===== src/sv/npm_pkg.sv =====
// npm_pkg: shared types and constants for the noisy pixel masker
// used by npm_mask_unit and noisy_pixel_masker; depends on nothing
package npm_pkg;

	// default geometry and counter size
	localparam int SIDE_DEF       = 256;
	localparam int COUNT_BITS_DEF = 16;

	// fixed field widths
	localparam int FACTOR_W = 8;
	localparam int TOTAL_W  = 32;
	localparam int COORD_W  = 8;
	localparam int HIT_W    = 16;

	localparam logic [FACTOR_W-1:0] NOISE_FACTOR_RST = 8'd10;

	// item kinds
	localparam logic KIND_HIT   = 1'b0;
	localparam logic KIND_QUERY = 1'b1;

	// register word index on the config port
	localparam logic REG_NOISE_FACTOR = 1'b0;
	localparam int   PADDR_W          = 3;

	typedef enum logic [1:0] {
		ST_CLEAR,
		ST_IDLE,
		ST_LOOK,
		ST_PROD
	} state_t;

endpackage


===== src/sv/npm_mask_unit.sv =====
// npm_mask_unit: registered products, then a combinational compare for the noisy flag
// tests count * pixels > factor * total; depends on npm_pkg
module npm_mask_unit #(
	parameter int COUNT_BITS = 16,
	parameter int PIXELS     = 65536
) (
	input  logic                          clk,
	input  logic                          start,
	input  logic [COUNT_BITS-1:0]         count,
	input  logic [npm_pkg::FACTOR_W-1:0]  factor,
	input  logic [npm_pkg::TOTAL_W-1:0]   total,
	output logic                          masked
);

	localparam int PW = $clog2(PIXELS + 1);
	localparam int LW = COUNT_BITS + PW;
	localparam int RW = npm_pkg::FACTOR_W + npm_pkg::TOTAL_W;
	localparam int CW = (LW > RW) ? LW : RW;

	logic [LW-1:0] lhs_s1;
	logic [RW-1:0] rhs_s1;

	// one multiplier each side, registered
	always_ff @(posedge clk) begin
		if (start) begin
			lhs_s1 <= LW'(count) * LW'(PIXELS);
			rhs_s1 <= RW'(factor) * RW'(total);
		end
	end

	assign masked = CW'(lhs_s1) > CW'(rhs_s1);

endmodule


===== config.mk =====
export PLATFORM = sky130hd
export DESIGN_NAME = npm_mask_unit
export DESIGN_NICKNAME = d
export VERILOG_FILES = /design/src/sv/npm_pkg.sv /design/src/sv/npm_mask_unit.sv
export SDC_FILE = /design/constraint.sdc
export NUM_CORES = 1
export LEC_CHECK = 0
export ABC_AREA = 1
export BUFFER_PORTS_ARGS = -buffer_cell sky130_fd_sc_hd__buf_2
export CAP_MARGIN = 20
export CORE_MARGIN = 1.5
export CORE_UTILIZATION = 60
export CTS_CLUSTER_SIZE = 10
export DETAILED_ROUTE_END_ITERATION = 8
export GPL_ROUTABILITY_DRIVEN = 1
export GPL_TIMING_DRIVEN = 0
export PLACE_DENSITY_LB_ADDON = 0.12
export SLEW_MARGIN = 40
export SYNTH_ARGS = -nofsm -noshare
export SYNTH_HDL_FRONTEND = slang
export SYNTH_SLANG_ARGS = --single-unit

===== constraint.sdc =====
create_clock -name clk -period 14.6 [get_ports clk]
set_input_delay 2.92 -clock clk [delete_from_list [all_inputs] [get_ports clk]]
set_output_delay 2.92 -clock clk [all_outputs]
set_load 0.005 [all_outputs]

==> reports/metrics.csv <==
metric;value;unit
run status;finished with violations;
violated checks;DRC;
die area;19470;sq um
Avg Inst Size Synth;7.255;sq um
unrepaired setup endpoints after global routing;no;
clock share of power;5.8;%
# setup viols final;0;
fin crit share;50.70;%
Core ar.;18150;sq um
grt total ovfl;0;
Synth Net Count;1856;
sequential element share of the synthesized area;15.03;%
setup TNS;0;ps
vias in the first global route;8914;
setup repair bufs after CTS;0;
f_max;135.1;MHz
distinct cell type count after synthesis;24;
CP endpoint kind;flop;
Max Buffers Root-to-Sink;2;
pwr dens;175.4;nW/um^2
total of max-cap violations;0;
vias per inst;4.950;
Mapped Cells;1542;
Crit Path Category;input pin to flop;
Mapped Area;11190;sq um
first-pass GRT wire length;44090;um
Die Ht;139.5;um
Critical Path RT;14650;ps
commonest non-fill, non-tap cell in the layout;inv_1;
Die Wd;139.5;um
Critical Path Start;factor[7];
setup ws final;7198;ps
io pins;59;
internal power;0.9505;mW
hpwl dp;21820;um
Tmin final;7402;ps
initial drt markers;555;
initial antenna violation count;0;
largest fanout on the critical path;10;
Tightest Pin Transition;803.1;ps
logic gate share of total power;78.9;%
hold buffer count at cts;0;
Rel. slew slack;46.46;%
Sw Share;53.89;%
# clock sinks;56;
clock root cell;clkbuf_16;
Seq cells post-synth;56;
Final Hold Viols;0;
DRC viols;7;
post-route ant nets;0;
ant diodes;0;
post-cts sizing count;0;
FP Rows;49;
per-cell routed wire length;14.55;um
via count;8935;
overall routing resource usage;28.71;%
Max rail drop VDD;0.08269;mV
data arrival time of the worst path;7450;ps
area of the multi-input gates;7456;sq um
Sw Pwr;1.111;mW
Final #Nets;1889;
area grow syn2layout;5.067;%
gpl congestion;0.9386;
Max H-tree Level;2;
synth warn;0;
Min-Delay Path Class;input pin to flop;
Initial Utilization;61.65;%
largest net degree at the start of global routing;57;
Final Power;2.061;mW
CP endpoint;rhs_s1[36];
pre-CTS setup slack;6929;ps
most frequent cells in the layout;490 x inv_1, 481 x nand2_1, 180 x fa_1;
leakage power;7.467;nW
total CTS buffers;5;
sequential power share;15.4;%
layout cells sized above 1;2.919;%
Startpoint Class;input pin;
clk slew on worst S/H paths;70;ps
DR pass1 iterations;7;
Routed WL;26270;um
final core occ;64.77;%
Filler Cells Inserted;1691;
Slew Viols, Final;0;
Reg area;1682;sq um
CTS tree;done;
port bufs;26;
[cell usage after synthesis]
master / instances / share of area, %
a211oi_1: 2 / 0.13
and2_1: 2 / 0.11
xor2_1: 15 / 1.2
nand3_2: 6 / 0.54
o21bai_1: 6 / 0.40
inv_1: 490 / 16
a21oi_1: 39 / 1.7
buf_1: 1 / 0.034
nand3_1: 22 / 0.98
nor3_1: 12 / 0.54
nor2_1: 59 / 2.0
nand4_1: 3 / 0.17
xnor2_1: 5 / 0.39
nand2_1: 481 / 16
a31oi_1: 2 / 0.11
clkbuf_1: 55 / 1.8
nor4_1: 4 / 0.22
ha_1: 76 / 8.5
nand3b_1: 2 / 0.13
o21ai_0: 17 / 0.76
fa_1: 180 / 32
nand2_2: 6 / 0.34
edfxtp_1: 56 / 15
o21a_1: 1 / 0.067
[worst min path at each step]
stage	cells past startpoint	endpoint	start
6_report	1	lhs_s1[16]	count[0]
5_1_grt	1	lhs_s1[30]	count[14]
4_1_cts	1	lhs_s1[23]	count[7]
3_5_place_dp	1	lhs_s1[31]	count[15]
3_3_place_gp	1	lhs_s1[20]	count[4]
2_1_floorplan	0	lhs_s1[16]	count[0]
[registers in the layout, indices dropped and copies added (netlist names)]
| signal | flops |
|---|---|
| lhs_s1 | 16 |
| rhs_s1 | 40 |
[routing by layer]
metal / vias up / routed length, um / GRT usage (%)
li1: 4425 / - / -
met2: 340 / 11700 / 45.69
met3: 43 / 2272 / 5.162
met4: 0 / 615 / 8.033
met1: 4127 / 11680 / 40.73
met5: - / 0 / 0
[worst max-delay path, stage by stage]
cell and delay, ps:
buf_2 140, clkbuf_1 620, nand2_1 100, inv_1 110, fa_1 420, fa_1 530, fa_1 560, inv_1 60
fa_1 530, inv_1 60, ha_1 380, nand2_1 160, inv_1 50, a21oi_1 180, nand3_2 140, nand2_1 90
nand2_2 80, nand2_1 120, nand2_1 60, nand2_1 60, nand2_1 70
[through the flow]
step / instances / hold WS, ps / instance area, sq um
CTS: 1805 / 2799 / 11750
detailed placement: 1797 / 3099 / 11610
floorplan: 1542 / 3019 / 11190
finish: 1805 / 2800 / 11750
global route: 1805 / 2801 / 11750
global placement: 1797 / 3098 / 11600
[cell families after synthesis]
kind of cell / Yosys count / synth area share (%)
adder cells (fa/ha/maj): 256 / 40.71
XOR/XNOR: 20 / 1.566
AO/OA/AOI/OAI: 67 / 3.221
flip-flops: 56 / 15.03
buffers and inverters: 546 / 18.32
AND/OR/NAND/NOR: 597 / 21.15
[power by group through the flow]
stage	registers (mW)	clock network [mW]	logic [mW]
2_1_floorplan	0.316	0	1.22
3_3_place_gp	0.319	0	1.58
3_5_place_dp	0.320	0	1.61
4_1_cts	0.317	0.120	1.62
5_1_grt	0.323	0.126	1.88
6_report	0.316	0.119	1.63
[area by class of cell]
cell class	instances	area share, %
Sequential cell	56	14.31
Tap cell	229	2.438
Clock buffer	5	1.065
Buffer	56	1.788
Inverter	490	15.65
Multi-Input combinational cell	940	63.43
Clock inverter	3	0.1916
Timing Repair Buffer	26	1.128
No activity file was read; power rests on OpenSTA's default activity.
